[src/sv/bgr_quad_to_yuv420_semiplanar_macros.svh]
// Assertion shorthands, clocked on clk and disabled while arst_n is low
`ifndef BGR_QUAD_TO_YUV420_SEMIPLANAR_MACROS_SVH
`define BGR_QUAD_TO_YUV420_SEMIPLANAR_MACROS_SVH

`define BQY_ASSERT_IMP(lbl, ante, cons) \
	lbl: assert property (@(posedge clk) disable iff (!arst_n) (ante) |-> (cons)) \
		else $error("bqy assertion failed");

`define BQY_ASSERT_NEXT(lbl, ante, cons) \
	lbl: assert property (@(posedge clk) disable iff (!arst_n) (ante) |=> (cons)) \
		else $error("bqy assertion failed");

`endif

[src/sv/bqy_pkg.sv]
package bqy_pkg;

	localparam int MAX_DIM_DEF        = 4096;
	localparam int COEF_FRAC_BITS_DEF = 16;
	localparam int CFG_DATA_W         = 13;
	localparam int CFG_IDX_W          = 2;
	localparam int PIXEL_W            = 24;
	localparam int BLOCK_W            = 11;
	localparam int ADDR_W             = 24;
	localparam int FRAME_WIDTH_RESET  = 1920;
	localparam int FRAME_HEIGHT_RESET = 1080;

	localparam int COEF_Y_B_MILLI = 114;
	localparam int COEF_Y_G_MILLI = 587;
	localparam int COEF_Y_R_MILLI = 299;
	localparam int COEF_U_MILLI   = 492;
	localparam int COEF_V_MILLI   = 877;

	typedef enum logic [CFG_IDX_W-1:0] {
		REG_FRAME_WIDTH  = 2'd0,
		REG_FRAME_HEIGHT = 2'd1
	} cfg_reg_t;

	typedef struct packed {
		logic [PIXEL_W-1:0] top_left_pixel;
		logic [PIXEL_W-1:0] top_right_pixel;
		logic [PIXEL_W-1:0] bottom_left_pixel;
		logic [PIXEL_W-1:0] bottom_right_pixel;
		logic [BLOCK_W-1:0] block_col;
		logic [BLOCK_W-1:0] block_row;
	} quad_t;

	typedef struct packed {
		logic [7:0]        luma_top_left;
		logic [7:0]        luma_top_right;
		logic [7:0]        luma_bottom_left;
		logic [7:0]        luma_bottom_right;
		logic [7:0]        chroma_u;
		logic [7:0]        chroma_v;
		logic [ADDR_W-1:0] luma_address;
		logic [ADDR_W-1:0] chroma_address;
		logic              out_of_range;
	} yuv_result_t;

	// round to nearest, ties up
	function automatic longint fix_coef(input int milli, input int frac);
		return ((longint'(milli) << frac) + 64'sd500) / 1000;
	endfunction

endpackage

[src/sv/bqy_merge.sv]
module bqy_merge
	import bqy_pkg::*;
#(
	parameter int COEF_FRAC_BITS = COEF_FRAC_BITS_DEF,
	localparam int TERM_W = 2 * COEF_FRAC_BITS + 11
) (
	input  logic                     clk,
	input  logic signed [TERM_W-1:0] u_term [4],
	input  logic signed [TERM_W-1:0] v_term [4],
	output logic [7:0]               chroma_u_s3,
	output logic [7:0]               chroma_v_s3
);

	localparam int SUM_W = TERM_W + 3;
	localparam int SHIFT = 2 * COEF_FRAC_BITS + 2;
	localparam logic signed [SUM_W-1:0] OFFSET = SUM_W'(128) << SHIFT;

	logic signed [SUM_W-1:0] u_sum_c;
	logic signed [SUM_W-1:0] v_sum_c;
	logic signed [SUM_W-1:0] u_q_c;
	logic signed [SUM_W-1:0] v_q_c;
	logic [7:0]              u_c;
	logic [7:0]              v_c;

	assign u_sum_c = SUM_W'(u_term[0]) + SUM_W'(u_term[1]) + SUM_W'(u_term[2])
		+ SUM_W'(u_term[3]) + OFFSET;
	assign v_sum_c = SUM_W'(v_term[0]) + SUM_W'(v_term[1]) + SUM_W'(v_term[2])
		+ SUM_W'(v_term[3]) + OFFSET;
	assign u_q_c = u_sum_c >>> SHIFT;
	assign v_q_c = v_sum_c >>> SHIFT;

	always_comb begin
		if (u_sum_c < 0) begin
			u_c = 8'd0;
		end else if (u_q_c > SUM_W'(255)) begin
			u_c = 8'd255;
		end else begin
			u_c = u_q_c[7:0];
		end
		if (v_sum_c < 0) begin
			v_c = 8'd0;
		end else if (v_q_c > SUM_W'(255)) begin
			v_c = 8'd255;
		end else begin
			v_c = v_q_c[7:0];
		end
	end

	always_ff @(posedge clk) begin
		chroma_u_s3 <= u_c;
		chroma_v_s3 <= v_c;
	end

endmodule

[config.mk]
export PLATFORM = sky130hd
export DESIGN_NAME = bqy_merge
export DESIGN_NICKNAME = d
export VERILOG_FILES = /design/src/sv/bgr_quad_to_yuv420_semiplanar_macros.svh /design/src/sv/bqy_pkg.sv /design/src/sv/bqy_merge.sv
export SDC_FILE = /design/constraint.sdc
export NUM_CORES = 1
export LEC_CHECK = 0
export ABC_AREA = 1
export BUFFER_PORTS_ARGS = -buffer_cell sky130_fd_sc_hd__buf_4
export CAP_MARGIN = 20
export CORE_MARGIN = 2
export CORE_UTILIZATION = 60
export DETAILED_ROUTE_END_ITERATION = 16
export GPL_TIMING_DRIVEN = 0
export PLACE_DENSITY = 0.95
export SKIP_LAST_GASP = 1
export SYNTH_ARGS = -nofsm -noshare
export SYNTH_HDL_FRONTEND = slang
export SYNTH_SLANG_ARGS = --single-unit
[constraint.sdc]
create_clock -name clk -period 5.16 [get_ports clk]
set_input_delay 0.516 -clock clk [delete_from_list [all_inputs] [get_ports clk]]
set_output_delay 0.516 -clock clk [all_outputs]
set_load 0.03 [all_outputs]
; ---- Yosys cells after proc, flatten, opt, wreduce, memory -nomap -nowiden
; Cells that the tools add are included.
; W data, S select, Z words.
[op_classes]
n_addsub = 8
magnitude_cmp = 4
mux = 2
[op_table]
columns = cell, count
row1 = $add A45 B43 Y46, 2
row2 = $add A46 B43 Y46 const B, 2
row3 = $lt A46 B1 Y1 const B, 2
row4 = $add A44 B43 Y45, 2
row5 = $add A43 B43 Y44, 2
row6 = $gt A12 B9 Y1 const B, 2
row7 = $mux W8, 2
[totals]
regBits = 16
in_bits = 345
output_inout_bits = 16
wordCells = 16

; ---- Logic depth before layout (Yosys ltp)
[logic_depth]
depth_word = 6
ltp_mapped = 22

; ---- Worst setup path before layout
; OpenSTA, ideal clock, no wires.
[synth_path]
path_type = input port to flip-flop
startpoint = input u_term[40] (netlist name)
endpoint = register chroma_u_s3[0]
setup_time_ps = 117
arrival_time_ps = 3346
required_time_ps = 5043
path_slack_ps = 1697
cell_stages = 20
path_buffers = 0
path_cell_list = inv_1 > fa_1 > inv_1 > fa_1 > fa_1 > ha_1 > nand2_1 > inv_1 > nand3_1 > inv_1 > nand2_1 > nand3_1 > a21oi_1 > nand3_1 > nand2_1 > nand2_2 > nor2_4 > nand2_1 > nor2_1 > nor2_1
[synth_via]
elab_chain_len = 4
[synth_lines]
columns = element, line
row1 = "start, declared", bqy_merge.sv:8  ; input logic signed [TERM_W-1:0] u_term [4],
row2 = $add A45 B43 Y46 (*), bqy_merge.sv:26  ; + SUM_W'(u_term[3]) + OFFSET;
row3 = $add A46 B43 Y46 (*), bqy_merge.sv:26
row4 = "parallel branches: the longest is 2 deep, another holds $lt A46 B1 Y1", -
row5 = "end signal, assigned", bqy_merge.sv:50  ; chroma_u_s3 <= u_c;
row6 = "end, declared", bqy_merge.sv:10  ; output logic [7:0] chroma_u_s3,
; Mark *: on every way between the ends.
; A chain may end at the register's enable or synchronous reset.

; ---- Worst setup path after layout
[layout_path]
startpoint = input v_term[40] (netlist name)
endpoint = register chroma_v_s3[0]
[layout_via]
elab_chain_len = 4
[layout_lines]
columns = element, line
row1 = "start, declared", bqy_merge.sv:9  ; input logic signed [TERM_W-1:0] v_term [4],
row2 = $add A45 B43 Y46 (*), bqy_merge.sv:28  ; + SUM_W'(v_term[3]) + OFFSET;
row3 = $add A46 B43 Y46 (*), bqy_merge.sv:28
row4 = "parallel branches: the longest is 2 deep, another holds $lt A46 B1 Y1", -
row5 = "end signal, assigned", bqy_merge.sv:51  ; chroma_v_s3 <= v_c;
row6 = "end, declared", bqy_merge.sv:11  ; output logic [7:0] chroma_v_s3
; Marks and branches as above.

==> run_results.csv <==
group,metric,value,unit
floorplanning,die_x,148.5,um
critical_path,criticalPathCategory,"input pin to flop",
yosys,ys_seq_area_share,2.557,%
sta,setup_tns,0,ns
clock_tree,clock-sinks,16,
critical_path,end_kind,"flop",
placement,place.detailed.hpwl,35530,um
sta,fmax,260.7,MHz
min_path,holdCritStartpoint,"v_term[129]",
grt,grt_max_degree,10,
sta,setup_violations,0,
floorplanning,rows,52,
critical_path,cp.required,5.31,ns
placement,post-place-ws,1.080,ns
floorplanning,die_area,22050,sq um
grt,grtUsageTotal,35.13,%
grt,antenna_found_initial,0,
yosys,synth_cell_types,32,
clock_tree,clock_path_buffers,2,
sta,period_needed,3.835,ns
sta,max_slew.worst_pin.slew,0.5360,ns
floorplanning,fp.dieH,148.5,um
yosys,ys_ff_latch,16,
floorplanning,io_pins,361,
job,cap_violations,0,
cells_and_area,n_antenna_cell,0,
power_and_ir_drop,pwr_density_cell,329.6,nW/um^2
critical_path,startpoint_type,"input pin",
detailed_routing,via_count,13140,
cells_and_area,fillCellCount,1530,
yosys,syn_avg_cell_area,6.333,sq um
detailed_routing,drt_iter0_markers,519,
cells_and_area,fin_nets,3030,
sta,relSlewSlack,63.89,%
grt,grtUsageMet2,72.01,%
detailed_routing,drt_wl_total,38420,um
yosys,ys_warn_count,0,
yosys,synthesis.nets,2665,
detailed_routing,viasPerCell,5.030,
power_and_ir_drop,vdd_drop_max,157.0,uV
yosys,synthDominantCellAreaShare,27.49,%
yosys,synthCells,1978,
yosys,synth_top_cell_by_area,"fa_1",
clock_tree,cts_made_buffers,3,
yosys,ys_top_cells_by_area,"fa_1 (27%), inv_1 (20%), ha_1 (17%)",
critical_path,critical_path_arrival,3.98,ns
placement,port_buffers,360,
grt,grt_pass1_vias,14280,
grt,grt.busiest_layer,"met2",
cells_and_area,drive_above_1_share,17.42,%
power_and_ir_drop,p_leak,10.11,nW
sta,rsz0062_at_grt,"no",
detailed_routing,wire_per_inst,14.71,um
grt,grt_first_pass_wirelength,62850,um
clock_tree,cts_hold_buf,0,
grt,grt-ovfl-total,0,
min_path,min_path_cells,10,
detailed_routing,dr.pass1.iters,5,
placement,gp_congestion,0.9460,
cells_and_area,final_common_cell,"inv_1",
sta,maxSlewViolCount,0,
cells_and_area,areaGrowthSynthToFinish,24.98,%
min_path,hp-class,"input pin to flop",
floorplanning,start_util,61.51,%
clock_tree,cts_tree,"done",
min_path,min_to,"chroma_v_s3[1]",
clock_tree,cts_setup_buffers,0,
sta,fin_ws,1.325,ns
clock_tree,cts_root_buf,"clkbuf_16",
sta,finalCritPeriodShare,74.33,%
detailed_routing,drcViolationCount,0,
clock_tree,clk_pin_slew,0.06,ns
cells_and_area,layout_common_cells,"inv_1 (682), nand2_1 (531), buf_4 (360)",
sta,hold_viol_final,0,
grt,grt_use_met3,3.374,%
detailed_routing,ant_nets,0,
yosys,syn-cell-area,12530,sq um
status,outcome,"completed",
floorplanning,core_area,20360,sq um
clock_tree,ctsResizeCount,0,
grt,use_met1,35.05,%
critical_path,cp_max_fo,6,
clock_tree,cts_max_level,1,
metrics by stage:
| stage | area [sq um] | hold WS (ns) | power, mW | util [%] | std cells |
|---|---|---|---|---|---|
| floorplan | 12530 | 0.8888 | 3.489 | - | 1978 |
| global placement | 15570 | 0.9494 | 4.710 | 76.44 | 2608 |
| detailed placement | 15570 | 0.9489 | 4.885 | 76.44 | 2608 |
| CTS | 15660 | 1.028 | 5.100 | 76.88 | 2612 |
| global route | 15660 | 1.087 | 5.764 | 76.88 | 2612 |
| finish | 15660 | 1.036 | 5.161 | 76.88 | 2612 |
cells by family (layout without fill, tap and decap cells):
logic type                 Yosys count  after routing  synth area share [%]
AOI/OAI and AO/OA                  119            119                 5.354
DFF                                 16             16                 2.557
adders and majority gates          342            342                 44.47
and+or+nand+nor                    808            808                 26.82
buffers and inverters              692           1056                 20.74
xor gates and xnor gates             1              1               0.06993
cell type report:
| class | instances | area, sq um | area share, % |
|---|---|---|---|
| well taps | 270 | 337.8 | 2.158 |
| repair buffers | 360 | 2703 | 17.26 |
| flip-flops and latches | 16 | 320.3 | 2.046 |
| multi-input cells | 1270 | 9609 | 61.38 |
| inverters | 692 | 2597 | 16.59 |
| clock buffers | 4 | 88.84 | 0.5674 |
per-layer routing:
metal / vias up / share of wire (%) / wire length [um]
met5: - / 0 / 0
met4: 0 / 4.9 / 1875
met3: 141 / 4.6 / 1755
met2: 508 / 55 / 21230
met1: 6028 / 35 / 13560
li1: 6461 / - / -
power breakdown:
part	leakage (nW)	internal, mW	total (mW)	switching [mW]
logic	9.93	1.72	4.76	3.04
registers	0.134	0.192	0.223	0.0315
clock network	0.0442	0.118	0.179	0.0608
registers in the layout, summed over array words and instances, names as in the netlist:
name / flops
chroma_v_s3: 8
chroma_u_s3: 8
critical path, stage by stage:
cell	delay, ns
buf_4	0.08
inv_1	0.04
fa_1	0.53
inv_1	0.05
fa_1	0.39
fa_1	0.48
ha_1	0.42
nand2_1	0.14
nor3_1	0.42
nand2_1	0.14
nor2_1	0.11
nand2_1	0.12
nand4_1	0.13
nand2_2	0.07
inv_2	0.11
nand3_1	0.08
nor2_1	0.09
nor2_1	0.05
cell usage after synthesis (all sizes together):
cell	instances
or2	1
o21a	4
dfxtp	16
o21bai	17
and2	4
nor3	20
xnor2	1
ha	170
o211ai	2
a21boi	2
nor4	1
nand3	64
a31oi	3
nor2	135
nand4	32
nand2	546
o21ai	14
nand3b	3
inv	692
a21o	2
a21oi	75
and3	2
fa	172
worst max-delay path by stage:
| stage | end | depth (start not counted) | slack (ns) | startpoint |
|---|---|---|---|---|
| floorplan | chroma_u_s3[0] | 20 | 1.70 | u_term[40] |
| global placement | chroma_v_s3[0] | 18 | 1.12 | v_term[40] |
| detailed placement | chroma_v_s3[0] | 18 | 1.08 | v_term[40] |
| CTS | chroma_v_s3[0] | 18 | 1.34 | v_term[40] |
| global route | chroma_v_s3[0] | 18 | 1.08 | v_term[40] |
| finish | chroma_v_s3[0] | 18 | 1.32 | v_term[40] |
No activity file was read; power rests on OpenSTA's default activity.
