### src/sv/bgr_quad_to_yuv420_semiplanar_macros.svh
// Assertion shorthands, clocked on clk and disabled while arst_n is low
`ifndef BGR_QUAD_TO_YUV420_SEMIPLANAR_MACROS_SVH
`define BGR_QUAD_TO_YUV420_SEMIPLANAR_MACROS_SVH

`define BQY_ASSERT_IMP(lbl, ante, cons) \
	lbl: assert property (@(posedge clk) disable iff (!arst_n) (ante) |-> (cons)) \
		else $error("bqy assertion failed");

`define BQY_ASSERT_NEXT(lbl, ante, cons) \
	lbl: assert property (@(posedge clk) disable iff (!arst_n) (ante) |=> (cons)) \
		else $error("bqy assertion failed");

`endif

### src/sv/bqy_pkg.sv
package bqy_pkg;

	localparam int MAX_DIM_DEF        = 4096;
	localparam int COEF_FRAC_BITS_DEF = 16;
	localparam int CFG_DATA_W         = 13;
	localparam int CFG_IDX_W          = 2;
	localparam int PIXEL_W            = 24;
	localparam int BLOCK_W            = 11;
	localparam int ADDR_W             = 24;
	localparam int FRAME_WIDTH_RESET  = 1920;
	localparam int FRAME_HEIGHT_RESET = 1080;

	localparam int COEF_Y_B_MILLI = 114;
	localparam int COEF_Y_G_MILLI = 587;
	localparam int COEF_Y_R_MILLI = 299;
	localparam int COEF_U_MILLI   = 492;
	localparam int COEF_V_MILLI   = 877;

	typedef enum logic [CFG_IDX_W-1:0] {
		REG_FRAME_WIDTH  = 2'd0,
		REG_FRAME_HEIGHT = 2'd1
	} cfg_reg_t;

	typedef struct packed {
		logic [PIXEL_W-1:0] top_left_pixel;
		logic [PIXEL_W-1:0] top_right_pixel;
		logic [PIXEL_W-1:0] bottom_left_pixel;
		logic [PIXEL_W-1:0] bottom_right_pixel;
		logic [BLOCK_W-1:0] block_col;
		logic [BLOCK_W-1:0] block_row;
	} quad_t;

	typedef struct packed {
		logic [7:0]        luma_top_left;
		logic [7:0]        luma_top_right;
		logic [7:0]        luma_bottom_left;
		logic [7:0]        luma_bottom_right;
		logic [7:0]        chroma_u;
		logic [7:0]        chroma_v;
		logic [ADDR_W-1:0] luma_address;
		logic [ADDR_W-1:0] chroma_address;
		logic              out_of_range;
	} yuv_result_t;

	// round to nearest, ties up
	function automatic longint fix_coef(input int milli, input int frac);
		return ((longint'(milli) << frac) + 64'sd500) / 1000;
	endfunction

endpackage

### src/sv/bqy_lane.sv
module bqy_lane
	import bqy_pkg::*;
#(
	parameter int COEF_FRAC_BITS = COEF_FRAC_BITS_DEF,
	localparam int TERM_W = 2 * COEF_FRAC_BITS + 11
) (
	input  logic                     clk,
	input  logic [PIXEL_W-1:0]       pixel,
	output logic [7:0]               luma_s2,
	output logic signed [TERM_W-1:0] u_term_s2,
	output logic signed [TERM_W-1:0] v_term_s2
);

	localparam int F    = COEF_FRAC_BITS;
	localparam int Y_W  = F + 9;
	localparam int D_W  = F + 10;
	localparam longint CB = fix_coef(COEF_Y_B_MILLI, F);
	localparam longint CG = fix_coef(COEF_Y_G_MILLI, F);
	localparam longint CR = fix_coef(COEF_Y_R_MILLI, F);
	localparam longint CU = fix_coef(COEF_U_MILLI, F);
	localparam longint CV = fix_coef(COEF_V_MILLI, F);

	logic [Y_W-1:0]        y_c;
	logic [Y_W-1:0]        y_s1;
	logic [7:0]            b_s1;
	logic [7:0]            r_s1;
	logic signed [D_W-1:0] db_c;
	logic signed [D_W-1:0] dr_c;
	logic [Y_W-F-1:0]      y_int_c;
	logic [7:0]            luma_c;

	assign y_c = Y_W'(CB) * Y_W'(pixel[7:0]) + Y_W'(CG) * Y_W'(pixel[15:8])
		+ Y_W'(CR) * Y_W'(pixel[23:16]);

	always_ff @(posedge clk) begin
		y_s1 <= y_c;
		b_s1 <= pixel[7:0];
		r_s1 <= pixel[23:16];
	end

	assign db_c    = D_W'({b_s1, {F{1'b0}}}) - D_W'(y_s1);
	assign dr_c    = D_W'({r_s1, {F{1'b0}}}) - D_W'(y_s1);
	assign y_int_c = y_s1[Y_W-1:F];
	assign luma_c  = (y_int_c > (Y_W-F)'(255)) ? 8'd255 : y_int_c[7:0];

	always_ff @(posedge clk) begin
		luma_s2   <= luma_c;
		u_term_s2 <= TERM_W'(db_c) * TERM_W'(CU);
		v_term_s2 <= TERM_W'(dr_c) * TERM_W'(CV);
	end

endmodule

### config.mk
export PLATFORM = sky130hd
export DESIGN_NAME = bqy_lane
export DESIGN_NICKNAME = d
export VERILOG_FILES = /design/src/sv/bgr_quad_to_yuv420_semiplanar_macros.svh /design/src/sv/bqy_pkg.sv /design/src/sv/bqy_lane.sv
export SDC_FILE = /design/constraint.sdc
export NUM_CORES = 1
export LEC_CHECK = 0
export BUFFER_PORTS_ARGS = -buffer_cell sky130_fd_sc_hd__buf_2
export CELL_PAD_IN_SITES_DETAIL_PLACEMENT = 0
export CELL_PAD_IN_SITES_GLOBAL_PLACEMENT = 1
export CORE_MARGIN = 3
export CORE_UTILIZATION = 51
export CTS_CLUSTER_SIZE = 30
export DETAILED_ROUTE_END_ITERATION = 8
export GPL_TIMING_DRIVEN = 0
export PLACE_DENSITY = 0.83
export SLEW_MARGIN = 20
export SYNTH_ARGS = -nofsm -noshare
export SYNTH_HDL_FRONTEND = slang
export SYNTH_SLANG_ARGS = --single-unit
### constraint.sdc
create_clock -name clk -period 10.84 [get_ports clk]
set_input_delay 0.542 -clock clk [delete_from_list [all_inputs] [get_ports clk]]
set_output_delay 0.542 -clock clk [all_outputs]
set_load 0.02 [all_outputs]
Yosys cells after proc, flatten, opt, wreduce, memory -nomap -nowiden
Index checks and enable logic that the tools add are counted.
{ "classes": {"addsub": 4, "multipliers": 5, "magnitude_cmp": 1} }
{ "op_table": {"columns": ["cell", "n"], "rows": [
  ["$sub A24 B25 Y26", 2],
  ["$mul A15 B8 Y23 const A", 2],
  ["$mul A26 B17 Y43 const B", 1],
  ["$mul A26 B14 Y40 const B", 1],
  ["$add A21 B24 Y25", 1],
  ["$add A25 B23 Y25", 1],
  ["$mul A13 B8 Y21 const A", 1],
  ["$gt A9 B8 Y1 const B", 1]
]} }
{ "totals": {"register_bits": 133, "inputBits": 25, "elab_cells": 16} }

Logic depth before layout (Yosys ltp)
{ "logic_depth": {"word_depth": 3, "depth_mapped": 34, "ltp_nobuf": 34} }

Least setup slack after synthesis
Ideal clock, no wire load.
{ "synth_path": {"path_kind": "flip-flop to flip-flop", "start": "reg y_s1[0]", "end": "reg u_term_s2[41]", "setup_time_ns": 0.130, "arrival_ns": 7.680, "required_time_ns": 10.710, "setup_slack_ns": 3.030, "path_stages_with_launch": 28, "n_path_buf": 1, "period_less_slack_ns": 7.810, "cell_sequence": "dfxtp_1 buf_2 nor3_2 nand2_1 or3_1 or4_1 xor2_1 ha_1 inv_1 fa_1 fa_1 inv_1 fa_1 fa_1 inv_1 fa_1 inv_1 ha_1 nand2_1 a2111oi_0 nand3_1 nand4b_2 nor4_1 o31ai_2 a31oi_2 o31ai_1 a21oi_1 xnor3_1"} }
{ "synth_between": {"elab_chain_len": 2} }
{ "synth_rtl": {"columns": ["element", "line", "rtl"], "rows": [
  ["start: declaration", "bqy_lane.sv:24", "logic [Y_W-1:0] y_s1;"],
  ["start signal: assignment", "bqy_lane.sv:36", "y_s1 <= y_c;"],
  ["$sub A24 B25 Y26", "bqy_lane.sv:41", "assign db_c = D_W'({b_s1, {F{1'b0}}}) - D_W'(y_s1);"],
  ["$mul A26 B14 Y40", "bqy_lane.sv:48", "u_term_s2 <= TERM_W'(db_c) * TERM_W'(CU);"],
  ["end signal: assignment", "bqy_lane.sv:48", null],
  ["end: declaration", "bqy_lane.sv:10", "output logic signed [TERM_W-1:0] u_term_s2,"]
]} }
Every way passes these cells.
A chain may end at the register's enable or synchronous reset.

Worst setup path after layout
Ends and elaborated chain as after synthesis.

==> flow_summary_export.csv <==
group,metric,value,unit
sta,finalClockSkew,0.0163,ns
yosys,post-synth-top-count-cell,"inv_1",
yosys,synthArstFlopShare,0,
sta,setup_tns,0,ns
sta,setup_violations,0,
place,hpwlAfterDp,47700,um
clock_tree,path_clk_slew,0.07,ns
final_layout,nNetsFinal,3495,
worst_setup_path,cp_data_required_time,11.21,ns
yosys,synth_top_area_frac,0.331,
clock_tree,root_buffer,"clkbuf_16",
yosys,ys_seq_area_frac,0.109,
sta,hold_viol,0,
sta,max_freq,104,MHz
clock_tree,clock_sinks,131,
yosys,ys_ff_latch,131,
clock_tree,postCtsSetupBuffers,0,
sta,slew_viol_final,0,
yosys,syn_inst,2498,
worst_setup_path,path_delay_family,"adder cells",
yosys,synth_ff_type,"dfxtp_1",
floorplanning,coreArea,0.0460,mm2
final_layout,layout-drive-gt1-share,0.0767,
sta,relSlewSlack,0.248,
grt,grt_max_degree,18,
floorplanning,start_util,0.523,
routing,drt-initial-drc-count,678,
worst_setup_path,worst-path-stages,27,
floorplanning,rows,78,
routing,dr.pass1.iters,5,
routing,drc,0,
clock_tree,htree_levels,4,
routing,vias_per_cell,5.03,
sta,min_period,9.63,ns
clock_tree,clock_latency,0.48,ns
status,status,"finished, final reports clean",
worst_setup_path,regToRegSetupSlack,1.21,ns
clock_tree,clock_path_buffers,2,
worst_setup_path,crit_path_end,"u_term_s2[41]$_DFF_P_",
floorplanning,die_h,223,um
yosys,synth_warnings,0,
flow_run,maxCapViolCount,0,
sta,worst-slew-pin-transition,1.12,ns
place,gp_congestion,0.939,
yosys,netlist_area,0.0240,mm2
yosys,synth_edf_count,0,
clock_tree,cts_hold_buffers,0,
worst_setup_path,cp-end-kind,"flip-flop",
routing,post_drt_wl_per_cell,16.4,um
clock_tree,cts_tree,"built",
worst_setup_path,cp_common_cell,"fa_1",
worst_setup_path,critical_path_class,"flip-flop to flip-flop",
routing,routed_wl,53400,um
floorplanning,dieArea,0.0497,mm2
worst_setup_path,reg2reg_from,"y_s1[0]$_DFF_P_",
grt,grt_overflow,0,
worst_setup_path,timing.rr.end,"u_term_s2[41]$_DFF_P_",
routing,ant_nets,0,
yosys,synth.avg_cell_area,9.62,um2
yosys,yosys-top-cells-area,"fa_1 (33%), ha_1 (23%), inv_1 (12%), dfxtp_1 (11%), xnor2_1 (4.3%)",
final_layout,utilization,0.567,
worst_setup_path,cp-startpoint,"y_s1[0]$_DFF_P_",
final_layout,num_antenna_cells,0,
worst_setup_path,r2r_cells,27,
grt,antenna_found_initial,2,
grt,grt_pass1_wl,90200,um
worst_setup_path,critPathMaxStageDelay,0.87,ns
floorplanning,io_pins,119,
grt,grt_pass1_vias,17613,
sta,finalCritPeriodShare,0.888,
sta,rsz0062_at_grt,"no",
final_layout,syn_to_final_growth,8.42,%
worst_setup_path,critPathMaxFanout,8,
worst_setup_path,critPathSlowestCell,"xor2_1",
final_layout,fillers,4155,
yosys,ys_types,78,
place,portBuffers,116,
clock_tree,cts_resized,0,
worst_setup_path,path_buf_inv,5,
clock_tree,cts_made_buffers,17,
grt,grt_usage,0.231,
floorplanning,die_x,223,um
hold_path,hold_class,"primary input to flip-flop",
yosys,synth.top_cells.by_count,"inv_1 (742), ha_1 (438), fa_1 (397)",
routing,route.vias.total,16335,
worst_setup_path,startpoint_type,"flip-flop",
yosys,yosysTopAreaCell,"fa_1",
worst_setup_path,worstPathArrival,10.00,ns
[placed cells by master (no fill, tap or decap), types with 14 or more instances in the layout]
cell type    n
inv_1      742
ha_1       438
fa_1       397
dfxtp_1    131
buf_2      117
xnor2_1    117
a21oi_1    116
nor2_1      81
nand2_1     58
xor2_1      52
o21ai_0     46
a21o_1      39
nor3_1      30
nand3_1     21
nor2b_1     19
o21bai_1    18
clkbuf_16   17
nand2b_1    16
o21a_1      15
or2_2       14
[flip-flops by register name, indices dropped and copies added, names as in the netlist]
| signal | cells |
|---|---|
| b_s1 | 8 |
| v_term_s2 | 43 |
| y_s1 | 25 |
| u_term_s2 | 39 |
| r_s1 | 8 |
| luma_s2 | 8 |
[routing by layer]
metal	track usage	wire length, um
met2	0.394	26200
met5	0	23
met1	0.300	23900
met3	0.0375	1880
met4	0.0722	1440
[area by class of cell]
| type | instances | area [um2] | area share |
|---|---|---|---|
| clock inverters | 12 | 180 | 0.00692 |
| multi-input cells | 1616 | 18600 | 0.714 |
| flip-flops and latches | 131 | 2620 | 0.101 |
| well taps | 600 | 751 | 0.0288 |
| clock buffers | 20 | 457 | 0.0175 |
| plain buffers | 9 | 50.0 | 0.00192 |
| inverters | 743 | 2790 | 0.107 |
| repair buffers | 117 | 608 | 0.0233 |
[per-stage QoR]
step	setup slack (ns)	cell area [um2]	instances	hold slack, ns
CTS	1.29	26000	3248	0.250
global route	0.645	26000	3248	0.262
global placement	1.39	25400	3215	0.420
finish	1.21	26000	3248	0.296
detailed placement	1.32	25400	3216	0.427
floorplan	3.03	24000	2499	0.414
[how the worst min path moves through the flow]
stage | depth (start not counted) | startpoint | to
3_3_place_gp | 1 | y_s1[21]$_DFF_P_ | luma_s2[5]$_SDFF_PN1_
5_1_grt | 1 | pixel[3] | b_s1[3]$_DFF_P_
2_1_floorplan | 1 | y_s1[16]$_DFF_P_ | luma_s2[0]$_SDFF_PN1_
4_1_cts | 1 | pixel[3] | b_s1[3]$_DFF_P_
6_report | 1 | pixel[3] | b_s1[3]$_DFF_P_
3_5_place_dp | 1 | y_s1[19]$_DFF_P_ | luma_s2[3]$_SDFF_PN1_
[logic make-up after synthesis]
group           synth area share
compound gates            0.0903
flops                      0.109
fa+ha+maj                  0.559
simple gates              0.0585
mux                     0.000833
xor+xnor                  0.0640
other cells             0.000156
buf+inv                    0.118
[worst reg2reg max path: stages, from the launching register on]
cell       delay [ns]
dfxtp_1          0.48
buf_2            0.27
nor3_2           0.40
nand2_1          0.19
or3_1            0.41
or4_1            0.44
xor2_1           0.87
ha_1             0.44
inv_1            0.18
fa_1             0.47
fa_1             0.55
inv_1            0.06
fa_1             0.53
fa_1             0.55
inv_1            0.05
fa_1             0.52
inv_1            0.04
ha_1             0.37
nand2_1          0.13
a2111oi_0        0.45
nand3_1          0.21
nand4b_2         0.17
nor4_1           0.09
o31ai_2          0.46
a31oi_2          0.27
o31ai_1          0.42
a21oi_1          0.16
xnor3_1          0.34
Power is left out: the tool's default activity adds up to more than one toggle a clock period on the data nets, which glitch-free logic cannot reach.
