`config.mk`:
```
export PLATFORM = sky130hd
export DESIGN_NAME = bqy_addr
export DESIGN_NICKNAME = d
export VERILOG_FILES = /design/src/sv/bgr_quad_to_yuv420_semiplanar_macros.svh /design/src/sv/bqy_pkg.sv /design/src/sv/bqy_addr.sv
export SDC_FILE = /design/constraint.sdc
export NUM_CORES = 1
export LEC_CHECK = 0
export ABC_AREA = 1
export BUFFER_PORTS_ARGS = -buffer_cell sky130_fd_sc_hd__buf_4
export CAP_MARGIN = 25
export CORE_MARGIN = 2
export CORE_UTILIZATION = 30
export CTS_BUF_LIST = sky130_fd_sc_hd__clkbuf_16
export CTS_CLUSTER_SIZE = 8
export DETAILED_ROUTE_END_ITERATION = 12
export SLEW_MARGIN = 0
export SYNTH_ARGS = -nofsm -noshare
export SYNTH_HDL_FRONTEND = slang
export SYNTH_SLANG_ARGS = --single-unit
export TNS_END_PERCENT = 20
```
`constraint.sdc`:
```
create_clock -name clk -period 6.6 [get_ports clk]
set_input_delay 0.99 -clock clk [delete_from_list [all_inputs] [get_ports clk]]
set_output_delay 0.99 -clock clk [all_outputs]
set_load 0.01 [all_outputs]
```
`src/sv/bgr_quad_to_yuv420_semiplanar_macros.svh`:
```
// Assertion shorthands, clocked on clk and disabled while arst_n is low
`ifndef BGR_QUAD_TO_YUV420_SEMIPLANAR_MACROS_SVH
`define BGR_QUAD_TO_YUV420_SEMIPLANAR_MACROS_SVH

`define BQY_ASSERT_IMP(lbl, ante, cons) \
	lbl: assert property (@(posedge clk) disable iff (!arst_n) (ante) |-> (cons)) \
		else $error("bqy assertion failed");

`define BQY_ASSERT_NEXT(lbl, ante, cons) \
	lbl: assert property (@(posedge clk) disable iff (!arst_n) (ante) |=> (cons)) \
		else $error("bqy assertion failed");

`endif

```
`src/sv/bqy_pkg.sv`:
```
package bqy_pkg;

	localparam int MAX_DIM_DEF        = 4096;
	localparam int COEF_FRAC_BITS_DEF = 16;
	localparam int CFG_DATA_W         = 13;
	localparam int CFG_IDX_W          = 2;
	localparam int PIXEL_W            = 24;
	localparam int BLOCK_W            = 11;
	localparam int ADDR_W             = 24;
	localparam int FRAME_WIDTH_RESET  = 1920;
	localparam int FRAME_HEIGHT_RESET = 1080;

	localparam int COEF_Y_B_MILLI = 114;
	localparam int COEF_Y_G_MILLI = 587;
	localparam int COEF_Y_R_MILLI = 299;
	localparam int COEF_U_MILLI   = 492;
	localparam int COEF_V_MILLI   = 877;

	typedef enum logic [CFG_IDX_W-1:0] {
		REG_FRAME_WIDTH  = 2'd0,
		REG_FRAME_HEIGHT = 2'd1
	} cfg_reg_t;

	typedef struct packed {
		logic [PIXEL_W-1:0] top_left_pixel;
		logic [PIXEL_W-1:0] top_right_pixel;
		logic [PIXEL_W-1:0] bottom_left_pixel;
		logic [PIXEL_W-1:0] bottom_right_pixel;
		logic [BLOCK_W-1:0] block_col;
		logic [BLOCK_W-1:0] block_row;
	} quad_t;

	typedef struct packed {
		logic [7:0]        luma_top_left;
		logic [7:0]        luma_top_right;
		logic [7:0]        luma_bottom_left;
		logic [7:0]        luma_bottom_right;
		logic [7:0]        chroma_u;
		logic [7:0]        chroma_v;
		logic [ADDR_W-1:0] luma_address;
		logic [ADDR_W-1:0] chroma_address;
		logic              out_of_range;
	} yuv_result_t;

	// round to nearest, ties up
	function automatic longint fix_coef(input int milli, input int frac);
		return ((longint'(milli) << frac) + 64'sd500) / 1000;
	endfunction

endpackage

```
`src/sv/bqy_addr.sv`:
```
module bqy_addr
	import bqy_pkg::*;
#(
	parameter int MAX_DIM = MAX_DIM_DEF,
	localparam int DIM_W = $clog2(MAX_DIM + 1)
) (
	input  logic               clk,
	input  logic [DIM_W-1:0]   frame_width,
	input  logic [DIM_W-1:0]   frame_height,
	input  logic [BLOCK_W-1:0] block_col,
	input  logic [BLOCK_W-1:0] block_row,
	output logic [ADDR_W-1:0]  luma_address_s3,
	output logic [ADDR_W-1:0]  chroma_address_s3,
	output logic               out_of_range_s3
);

	localparam int HALF_W = DIM_W - 1;
	localparam int CMP_W  = (DIM_W > BLOCK_W) ? DIM_W : BLOCK_W;
	localparam int PROD_W = HALF_W + DIM_W;
	localparam int AW     = (PROD_W + 2 > ADDR_W) ? PROD_W + 2 : ADDR_W;

	logic [HALF_W-1:0]  half_w_c;
	logic [HALF_W-1:0]  half_h_c;
	logic               oor_c;
	logic [HALF_W-1:0]  pair_c;
	logic [HALF_W-1:0]  pair_s1;
	logic [BLOCK_W-1:0] col_s1;
	logic               oor_s1;
	logic [PROD_W-1:0]  prod_s2;
	logic [BLOCK_W-1:0] col_s2;
	logic               oor_s2;
	logic [AW-1:0]      luma_c;
	logic [AW-1:0]      chroma_c;

	assign half_w_c = frame_width[DIM_W-1:1];
	assign half_h_c = frame_height[DIM_W-1:1];
	assign oor_c    = (CMP_W'(block_row) >= CMP_W'(half_h_c))
		|| (CMP_W'(block_col) >= CMP_W'(half_w_c));
	assign pair_c   = HALF_W'(CMP_W'(half_h_c) - CMP_W'(block_row) - CMP_W'(1));

	always_ff @(posedge clk) begin
		oor_s1  <= oor_c;
		pair_s1 <= oor_c ? '0 : pair_c;
		col_s1  <= oor_c ? '0 : block_col;
	end

	always_ff @(posedge clk) begin
		prod_s2 <= PROD_W'(pair_s1) * PROD_W'(frame_width);
		col_s2  <= col_s1;
		oor_s2  <= oor_s1;
	end

	assign luma_c   = (AW'(prod_s2) << 1) + (AW'(col_s2) << 1);
	assign chroma_c = AW'(prod_s2) + (AW'(col_s2) << 1);

	always_ff @(posedge clk) begin
		luma_address_s3   <= luma_c[ADDR_W-1:0];
		chroma_address_s3 <= chroma_c[ADDR_W-1:0];
		out_of_range_s3   <= oor_s2;
	end

endmodule

```
## After elaboration in Yosys (flattened, before gate mapping)

Cells that the tools add are included.

- Register bits: 109
- Output and inout port bits: 49

- Reductions and logical operators: 1
- Add/subtract/negate cells: 4
- Order comparisons: 2
- Multiply operators: 1

Operator list:

| operator | number |
|---|---|
| adder 24 x 12 -> 24 bit | 2 |
| >= comparator 11 x 12 -> 1 bit | 2 |
| multiplier 12 x 13 -> 24 bit | 1 |
| subtractor 12 x 1 -> 12 bit, second input constant | 1 |
| subtractor 12 x 11 -> 12 bit | 1 |
| logical OR 1 bit | 1 |

## Depth between registers and ports, before layout

Gate-level depths: netlist (run 1).

- Depth after elaboration: 2
- Mapped depth: 23
- Gate-level depth less buffers: 22

## Least setup slack after synthesis (run 1)

No wires, ideal clock.

- Path kind: input port to flip-flop
- From: input port frame_width[10]
- To: register prod_s2[21]
- Cell stages on the path: 20
- Setup time: 112 ps
- Required time: 6488 ps
- Data arrival time: 5057 ps
- Buffers on the path: 1
- Setup slack: 1431 ps
- Path through: clkbuf_1 nand2_1 fa_1 inv_1 fa_1 inv_1 fa_1 inv_1 fa_1 inv_1 fa_1 inv_1 ha_1 nand2_1 nor2_1 inv_1 nor3_1 nand2_1 nand3_1 nand2_1

- Word-level cells in the longest chain between the ends: 1

RTL lines:

| element | RTL line | text |
|---|---|---|
| start, declared | bqy_addr.sv:8 | `input logic [DIM_W-1:0] frame_width,` |
| multiplier 12 x 13 -> 24 bit | bqy_addr.sv:48 | `prod_s2 <= PROD_W'(pair_s1) * PROD_W'(frame_width);` |
| end signal, assigned | bqy_addr.sv:48 |  |
| end, declared | bqy_addr.sv:29 | `logic [PROD_W-1:0] prod_s2;` |

No other way between the ends.
A chain may end at the register's enable or synchronous reset.

## Final worst setup path (run 1)

- From: input port frame_width[3]
- To: register prod_s2[21]

Same word-level chain as after synthesis.

==> key figures, run 1 <==
Timing
  • RSZ-0062 raised after global routing: false
  • Min Hold Slack: 0.3263 ns
  • Final slew viol count: 0
  • Final hold vios: 0
  • Final Skew: 0.01071 ns
  • Crit path time final: 5.007 ns
  • Peak Freq: about 200 MHz
  • Setup TNS: 0 ns
  • Max-slew headroom: 0.6130
  • Least-Margin Pin Slew: 0.5797 ns
  • Final setup fails: 0
  • Final period utilization: 0.7586

CTS
  • Root Driver: clkbuf_16
  • H-tree Lvls: 3
  • CTS tree: done
  • Sinks on Clock Net: 108
  • Total CTS buffers: 9
  • Post-CTS Resized: 0
  • Clock transition at path regs: 0.08 ns
  • Worst-Skew Late Latency: about 0.36 ns
  • Cts hold-fix bufs: 0
  • CTS Buffer Depth: 2
  • Setup Fix Bufs, Post-CTS: 0

Yosys
  • Synth area leaders: fa_1, dfxtp_1, nand2_1, inv_1, ha_1
  • Yosys reg bits: 108
  • Post-synth EDFFs: 0
  • Synth cell count leaders: nand2_1, inv_1, ha_1
  • Seq/Total Area, Yosys: 0.1989
  • Mapped Nets: 1794
  • Share of the synthesized area in the top cell type: 0.2063
  • Most frequent cell after synthesis: nand2_1
  • Synth Cell Area: 0.01087 sq mm
  • Largest area contributor in the netlist: fa_1
  • Synth Area per Inst: around 7.2 sq um
  • Synth Instances: about 1500
  • Yosys cell types: 37
  • Yosys warns: 0
  • Main synth FF type: dfxtp_1
  • Synth async-reset ratio: 0

Worst setup path
  • Worst Setup Start Kind: primary input
  • Critical path capture point type: register
  • Crit path required time: between 6 and 7 ns
  • Largest fanout on the critical path: 13
  • WP data arrival: 5.27 ns
  • CP Class: in -> reg

Floorplanning
  • Die Wd: 194.3 um
  • Die area: 0.03776 sq mm
  • Core Area: 0.03566 sq mm
  • Die Height: 194.3 um
  • Cell row count: 69
  • IO Pins: 98
  • Initial core utilization: 0.3048

Route
  • Detailed-route via count: roughly 8800
  • 1st-pass router iterations: 10
  • Iter 0 DRT Violations: 352
  • WL final: 25190 um
  • WL/cell: 12.22 um
  • Antenna viol nets, final: 0
  • Vias per cell: 4.285
  • Remaining DRCs: 13

Cells and area
  • Share of layout cells above drive strength 1: 0.08563
  • Nets: approximately 1900
  • ANT cells: 0
  • FF/Latch Area: 0.002162 sq mm
  • Layout fillers: 3808
  • Syn-to-layout area delta: 13.52%
  • Footprint of the multi-input gates: 0.007117 sq mm
  • Layout Cells excl Fill: 2061

Job
  • Max Cap Viol: 0

Run status
  • Violated checks: DRC
  • Status: finished with violations

Global route
  • Largest net degree at the start of global routing: 25
  • Initial antenna violation count: 1
  • First-pass GRT wire length: 43430 um
  • Vias in the first global route: 9137
  • GRT overflow: 0
  • Total track usage: 0.1395

Power and ir drop
  • Max IR drop VDD: 0.0003451 V
  • Leakage: 7.207 nW
  • Power per cell area: around 470 mW/mm^2

Placed design
  • Placer Congestion: 0.8762
  • Post-Place Cells: 2045
  • DPL Wire Length: 21810 um
  • PortBufs: between 90 and 100

Min path
  • Hold Crit Class: reg -> reg
## metal layers
| metal | routed length, um | vias up | global-route usage |
|---|---|---|---|
| met5 | 16 | - | 0 |
| met4 | 280 | 2 | 0.02792 |
| met3 | 1064 | 23 | 0.02134 |
| met2 | 12210 | 161 | 0.2519 |
| met1 | 11630 | 4044 | 0.1761 |
| li1 | - | 4601 | - |
## critical path, cell delays in order
cell	delay (ns)
buf_4	0.18
nand2_1	0.08
inv_1	0.06
fa_1	0.52
inv_1	0.05
fa_1	0.47
inv_1	0.05
fa_1	0.52
fa_1	0.55
inv_1	0.05
fa_1	0.52
inv_1	0.04
ha_1	0.35
nand2_1	0.12
inv_1	0.05
a21oi_1	0.22
nand3_1	0.18
nand2_1	0.11
nand2_1	0.05
nand2_1	0.05
nand2_1	0.04
## logic make-up after synthesis
kind of cell	synth area share
DFF	0.1989
and+or+nand+nor	0.2520
xor gates and xnor gates	0.03385
AOI/OAI and AO/OA	0.02993
buffers and inverters	0.1462
adders and majority gates	0.3387
other	0.0003451
## sequential cells by signal (all words and copies together), names as in the netlist
register / count
luma_address_s3: 23
chroma_address_s3: 24
out_of_range_s3: 1
pair_s1: 12
col_s2: 11
oor_s1: 1
oor_s2: 1
col_s1: 11
prod_s2: 24
## final timing paths
path         cells past startpoint           to  slack, ns           start
max                             21  prod_s2[21]       1.59  frame_width[3]
max reg2reg                     19  prod_s2[21]       1.71      pair_s1[5]
min                              0    col_s2[1]       0.33       col_s1[1]
min reg2reg                      0    col_s2[1]       0.33       col_s1[1]
## final cells by class
type | count | area share
flip-flops and latches | 108 | 0.1753
well taps | 461 | 0.04675
clock inverters | 7 | 0.006998
inverters | 388 | 0.1181
clock buffers | 9 | 0.01826
repair buffers | 95 | 0.05781
multi-input cells | 993 | 0.5769
## through the flow
step,cell area [sq um],worst slack (ns),power [W],utilization
floorplan,10870,1.431,0.004224,-
global placement,12030,1.218,0.005295,0.3373
detailed placement,12030,1.206,0.005352,0.3373
CTS,12340,1.588,0.005927,0.3460
global route,12340,1.214,0.006647,0.3460
finish,12340,1.593,0.005838,0.3460
## cells in the final DEF, fill, tap and decap left out
cell and n:
nor2_1 84, nand3_1 74, a21oi_1 41, or2_1 1
dfxtp_1 108, inv_2 4, o21a_1 1, o21bai_1 7
nand4_2 1, a21boi_1 1, nand2_2 5, nor3_4 1
clkinv_8 3, and2_1 2, o21ai_0 8, inv_1 384
nand4_1 11, inv_8 1, nor2_2 9, conb_1 1
nor3b_2 1, clkbuf_16 9, xor2_1 31, nor2_4 2
inv_6 2, nand2_1 458, fa_1 112, nor4_1 2
nor3_1 6, clkinv_4 1, nand3b_1 3, nand3_2 1
ha_1 115, buf_4 95, a21boi_0 1, o21ai_1 1
nor3_2 2, xnor2_1 11
## where the power goes
group	switching, W	internal [W]
Combinational	0.00255	0.00158
Clock	0.000277	0.000272
Sequential	0.000206	0.000948
No activity file was read; power rests on OpenSTA's default activity.
==> run 2: changes to the inputs <==
- clock period: 6.6 -> 4.5 ns (I/O delays scaled with it)
==> run 2 against run 1 <==
  * The run still ends with DRC left
  * Worst hold slack worse by 0.0022 ns
  * Sequential power rose by 43%
  * Cell count up 3.2%
  * Non-clock buffer count up 65
  * Final area grew 7.6%
  * Total power is 89% higher
  * First-iteration DRC count grew 73%
  * Sequential share of layout area decreased by 1.1 points
  * Register-to-register slack worse by 1.6 ns
  * Via count is 4.6% higher
  * Utilization grew 2.6 points
  * Critical endpoint is now prod_s2[17]
  * Largest power group unchanged
  * Highest routed layer is now met4
==> key figures, run 2 (synthesis gave the netlist of run 1 again) <==
Run status
  • Violated checks: DRC
  • Status: finished with violations

Power and ir drop
  • Reg power frac: 0.149
  • Internal power: 0.005650 W
  • Sw Ratio: 0.4866
  • Clock share of power: 0.079
  • Combinational share of power: 0.772
  • Switching Power: 0.005355 W
  • Max IR drop VDD: 0.0006412 V
  • Leakage: 7.620 nW
  • Power per cell area: 829.0 mW/mm^2

Floorplanning
  • Initial core utilization: 0.3048
  • Die area: 0.03776 sq mm
  • Die Wd: 194.3 um
  • Cell row count: 69
  • Core Area: 0.03566 sq mm
  • Die Height: 194.3 um
  • IO Pins: 98

Timing
  • Final setup fails: 0
  • RSZ-0062 raised after global routing: true
  • Final hold vios: 0
  • Peak Freq: around 230 MHz
  • Final period utilization: 0.9834
  • Max-slew headroom: 0.6254
  • Crit path time final: 4.425 ns
  • Post-route setup slack: 0.07485 ns
  • Least-Margin Pin Slew: 0.5599 ns
  • Final Skew: around 0.011 ns
  • Final slew viol count: 0
  • Setup TNS: 0 ns

Worst setup path
  • Worst-path cell chain: buf_4 -> nand2_2 -> fa_1 -> fa_1 -> inv_1 -> fa_1 -> fa_1 -> inv_1 -> fa_1 -> inv_1 -> ha_4 -> nand2_4 -> inv_1 -> a21oi_2 -> buf_4 -> nor2_1 -> nor2_1 -> nand2_1 -> nand2_1 -> nand2_1
  • Worst Setup Start Kind: primary input
  • Stages on worst setup path: 20
  • Reg2reg path depth: 20
  • Worst path max stage delay: roughly 0.54 ns
  • Critical path capture point type: register
  • Largest fanout on the critical path: 9
  • Max stage delay cell, worst path: fa_1
  • WP data arrival: 4.69 ns
  • Crit path required time: 4.76 ns
  • CP bufs+invs: 6
  • Crit path max-delay family: adder cells
  • Crit-path most repeated cell: fa_1
  • CP Class: in -> reg

Cells and area
  • ANT cells: 0
  • Nets: roughly 1900
  • Layout fillers: about 3700
  • Share of layout cells above drive strength 1: 0.1604
  • Commonest non-fill, non-tap cells in the layout: nand2_1, inv_1, buf_4
  • Commonest non-fill, non-tap cell in the layout: nand2_1
  • Syn-to-layout area delta: 22.15%
  • Regs by FF count: chroma_address_s3: 24 flops, prod_s2: 24 flops, luma_address_s3: 23 flops

CTS
  • Root Driver: clkbuf_16
  • Worst-Skew Late Latency: 0.36 ns
  • Total CTS buffers: 9
  • Clock transition at path regs: 0.08 ns
  • Sinks on Clock Net: 108
  • H-tree Lvls: 3
  • CTS Buffer Depth: 2
  • CTS tree: done

Global route
  • Total track usage: 0.1460
  • Largest net degree at the start of global routing: 25
  • First-pass GRT wire length: 45490 um
  • GRT overflow: 0
  • Vias in the first global route: 9658
  • Initial antenna violation count: 0

Route
  • Highest metal used: met4
  • 1st-pass router iterations: 9
  • Remaining DRCs: 9
  • Met3 WL post-DR: 1198 um
  • WL final: between 20000 and 30000 um
  • Vias per cell: 4.345
  • Iter 0 DRT Violations: slightly above 600
  • Detailed-route via count: 9237
  • Antenna viol nets, final: 0
  • WL/cell: 12.52 um
  • Routed length on met2: 12970 um
  • WL met1: 12120 um

Placed design
  • Placer Congestion: slightly below 0.9
  • PortBufs: 95
  • Pre-CTS WS: -0.3155 ns
  • DPL Wire Length: 22660 um

Min path
  • Hold Crit Class: reg -> reg
  • Hold path cells: 0

Job
  • Max Cap Viol: 0
-- run 2: power by group through the flow --
stage	registers [W]	logic (W)	clock network, W
detailed placement	0.00166	0.00793	0
global placement	0.00166	0.00783	0
finish	0.00164	0.00850	0.000869
global route	0.00169	0.00962	0.000940
floorplan	0.00167	0.00533	0
CTS	0.00164	0.00801	0.000893
-- run 2: path summary, 6_finish.rpt --
check,from,to,slack (ns)
worst min-delay path,col_s1[1],col_s2[1],0.32
worst min register to register,col_s1[1],col_s2[1],0.32
worst max-delay path,frame_width[8],prod_s2[17],0.07
worst max register to register,pair_s1[3],prod_s2[17],0.08
-- run 2: metal layers --
| metal | vias up | track usage |
|---|---|---|
| li1 | 4731 | - |
| met1 | 4273 | 0.1805 |
| met2 | 211 | 0.2663 |
| met3 | 22 | 0.02256 |
| met4 | 0 | 0.03305 |
| met5 | - | 0 |
-- run 2: timing repair --
item / 4_1_cts / 5_1_grt
resized for setup: 3 / 39
pin swaps: 0 / 18
hold buffers: 0 / 0
buffers inserted: 0 / 7
endpoints found under the setup margin: 2 / 13
hold endpoints to repair: 0 / 0
-- run 2: area by class of cell --
cell class	instances	area (sq um)	share of cell area
clock buffers	9	225.2	0.01697
inverters	388	1456	0.1097
flip-flops and latches	108	2176	0.1639
repair buffers	160	1309	0.09859
clock inverters	7	107.6	0.008106
well taps	461	576.8	0.04345
multi-input cells	993	7425	0.5593
-- run 2: metrics by stage --
stage                       util  hold WS, ns  instance area [sq um]  total power [W]  std cells
final                     0.3723       0.3241                  13280          0.01101       2126
after floorplan                -       0.3096                  11160         0.007002       1518
after global routing      0.3723       0.3326                  13280          0.01224       2126
after global placement    0.3570       0.3136                  12730         0.009486       2103
after detailed placement  0.3570       0.3121                  12730         0.009595       2103
after CTS                 0.3665       0.3271                  13070          0.01054       2119
==> run 3: changes to the inputs <==
- PLACE_DENSITY_LB_ADDON: unset -> 0.3
==> run 3 against run 2 <==
  * The run still ends with DRC left
  * Register-to-register slack about the same
  * Global-route usage down 0.10 points
  * Utilization up 0.61 points
  * Worst hold slack better by 0.00054 ns
  * Combinational power up 6.5%
  * Via count up 0.42%
  * Sequential share of layout area down 0.26 points
  * Clock power down 5.8%
  * Clock-buffer cell count unchanged
  * Worst setup slack better by 0.0063 ns
  * Non-clock buffer count up 8
  * Critical path type unchanged
  * Largest cell class unchanged
  * Largest power group unchanged
==> key figures, run 3 (synthesis gave the netlist of run 1 again) <==
Timing
  • Least-Margin Pin Slew: 0.5465 ns
  • RSZ-0062 raised after global routing: true
  • Final setup fails: 0
  • Final period utilization: 0.9820
  • Setup TNS: 0 ns
  • Peak Freq: 226.3 MHz
  • Max-slew headroom: 0.6344
  • Crit path time final: 4.419 ns
  • Final slew viol count: 0
  • Final hold vios: 0
  • Final Skew: 0.009558 ns

Worst setup path
  • Worst r2r src: pair_s1[5]
  • Worst R2R End: prod_s2[20]
  • Worst path max stage delay: 0.55 ns
  • Worst Setup Start Kind: primary input
  • Max stage delay cell, worst path: fa_1
  • Largest fanout on the critical path: 8
  • Reg2reg setup slack: 0.09 ns
  • Crit path required time: ~4.8 ns
  • Reg2reg path depth: 20
  • CP Class: in -> reg
  • Worst setup path end: prod_s2[20]
  • Critical path capture point type: register
  • WP data arrival: 4.67 ns
  • Worst-path cell chain: buf_6 -> nand2_4 -> fa_1 -> inv_2 -> fa_1 -> inv_2 -> fa_1 -> inv_2 -> fa_1 -> inv_2 -> fa_1 -> inv_2 -> ha_4 -> nand2_2 -> nand2_2 -> o21bai_2 -> a21oi_2 -> nand2_1 -> nand2_1 -> nand2_1
  • Critical Path Start: frame_width[10]

Min path
  • Hold Crit Class: reg -> reg

CTS
  • CTS Buffer Depth: 2
  • Root Driver: clkbuf_16
  • Cts hold-fix bufs: 0
  • Worst-Skew Late Latency: 0.36 ns
  • H-tree Lvls: 3
  • Clock transition at path regs: ~0.080 ns
  • Sinks on Clock Net: 108
  • CTS tree: done
  • Total CTS buffers: 9

Floorplanning
  • Initial core utilization: 0.3048
  • Cell row count: 69
  • Die area: approximately 0.038 sq mm
  • Die Height: 194.3 um
  • IO Pins: a little under 100
  • Die Wd: ~190 um
  • Core Area: 0.03566 sq mm

Global route
  • First-pass GRT wire length: 44990 um
  • GRT overflow: 0
  • Largest net degree at the start of global routing: 25
  • Vias in the first global route: 9354
  • Total track usage: 0.1449
  • Initial antenna violation count: 0

Cells and area
  • ANT cells: 0
  • Share of layout cells above drive strength 1: 0.1829
  • Layout fillers: 3799
  • Commonest non-fill, non-tap cells in the layout: nand2_1, inv_1, buf_4
  • Nets: 1944
  • Post-route cell area: 0.01349 sq mm
  • Syn-to-layout area delta: 24.15%
  • Regs by FF count: chroma_address_s3: 24 flops, prod_s2: 24 flops, luma_address_s3: 23 flops
  • Commonest non-fill, non-tap cell in the layout: nand2_1

Route
  • Vias per cell: between 4 and 5
  • Remaining DRCs: 9
  • Detailed-route via count: 9276
  • 1st-pass router iterations: 9
  • Iter 0 DRT Violations: 388
  • Antenna viol nets, final: 0
  • WL/cell: 12.61 um
  • WL final: 26910 um

Power and ir drop
  • Leakage: 7.693 nW
  • Power per cell area: 852.4 mW/mm^2
  • Max IR drop VDD: 0.0006869 V
  • Power, Total: 0.01150 W

Run status
  • Violated checks: DRC
  • Status: finished with violations

Job
  • Max Cap Viol: 0

Placed design
  • PortBufs: 95
  • DPL Wire Length: 22860 um
  • Placer Congestion: about 0.87
  • DP Area: roughly 0.013 sq mm
-- run 3: cell count changes in the layout (fill, tap and decap cells not counted), moves of 3 or more --
| cell | delta |
|---|---|
| nand3_1 | -3 |
| nor2_1 | -3 |
| nor2_2 | +3 |
| nand2_1 | -9 |
| a21oi_2 | +3 |
| a21oi_1 | -4 |
| inv_1 | -9 |
| nand2_2 | +5 |
| inv_2 | +9 |
| buf_6 | +3 |
| nand2_4 | +4 |
-- run 3: per-layer routing --
metal	vias up	GRT usage	wire length (um)
met5	-	0	0
met1	4324	0.1869	12490
li1	4744	-	-
met4	0	0.02934	412
met2	182	0.2587	13030
met3	26	0.01961	971
-- run 3: layout make-up --
| class | instances | area, sq um | share of cell area |
|---|---|---|---|
| flip-flops and latches | 108 | 2176 | 0.1613 |
| well taps | 461 | 576.8 | 0.04275 |
| clock buffers | 9 | 225.2 | 0.01669 |
| clock inverters | 7 | 78.83 | 0.005842 |
| repair buffers | 168 | 1423 | 0.1054 |
| inverters | 388 | 1456 | 0.1079 |
| multi-input cells | 993 | 7557 | 0.5601 |
-- run 3: what timing repair did --
action,CTS,global route
pin swaps,0,49
gates cloned,0,1
setup buffers,0,14
endpoints found under the setup margin,3,13
resized for setup,1,87
-- run 3: critical path, delay by kind of cell --
family	cells	cell delay [ns]
adders and majority gates	6	2.94
buffers and inverters	6	0.36
AOI/OAI and AO/OA	2	0.35
and+or+nand+nor	6	0.34
-- run 3: worst min path at each step --
stage,start,end,slack [ns],cells past startpoint
floorplan,col_s1[0],col_s2[0],0.31,0
detailed placement,col_s1[6],col_s2[6],0.31,0
global placement,col_s1[6],col_s2[6],0.31,0
finish,col_s1[5],col_s2[5],0.32,0
global route,col_s1[3],col_s2[3],0.33,0
CTS,col_s1[2],col_s2[2],0.32,0
-- run 3: power breakdown --
part	switching [W]	internal (W)	total (W)
sequential	0.000242	0.00139	0.00164
clock	0.000421	0.000397	0.000819
combinational	0.00501	0.00404	0.00905
-- run 3: metrics by stage --
step / worst slack [ns] / instances / hold WS [ns] / util
2_1_floorplan: 0.001082 / 1518 / 0.3096 / -
3_3_place_gp: -0.2997 / 2103 / 0.3109 / 0.3574
3_5_place_dp: -0.3218 / 2103 / 0.3121 / 0.3574
4_1_cts: 0.02460 / 2119 / 0.3227 / 0.3659
5_1_grt: -0.08585 / 2134 / 0.3335 / 0.3784
6_report: 0.08116 / 2134 / 0.3246 / 0.3784
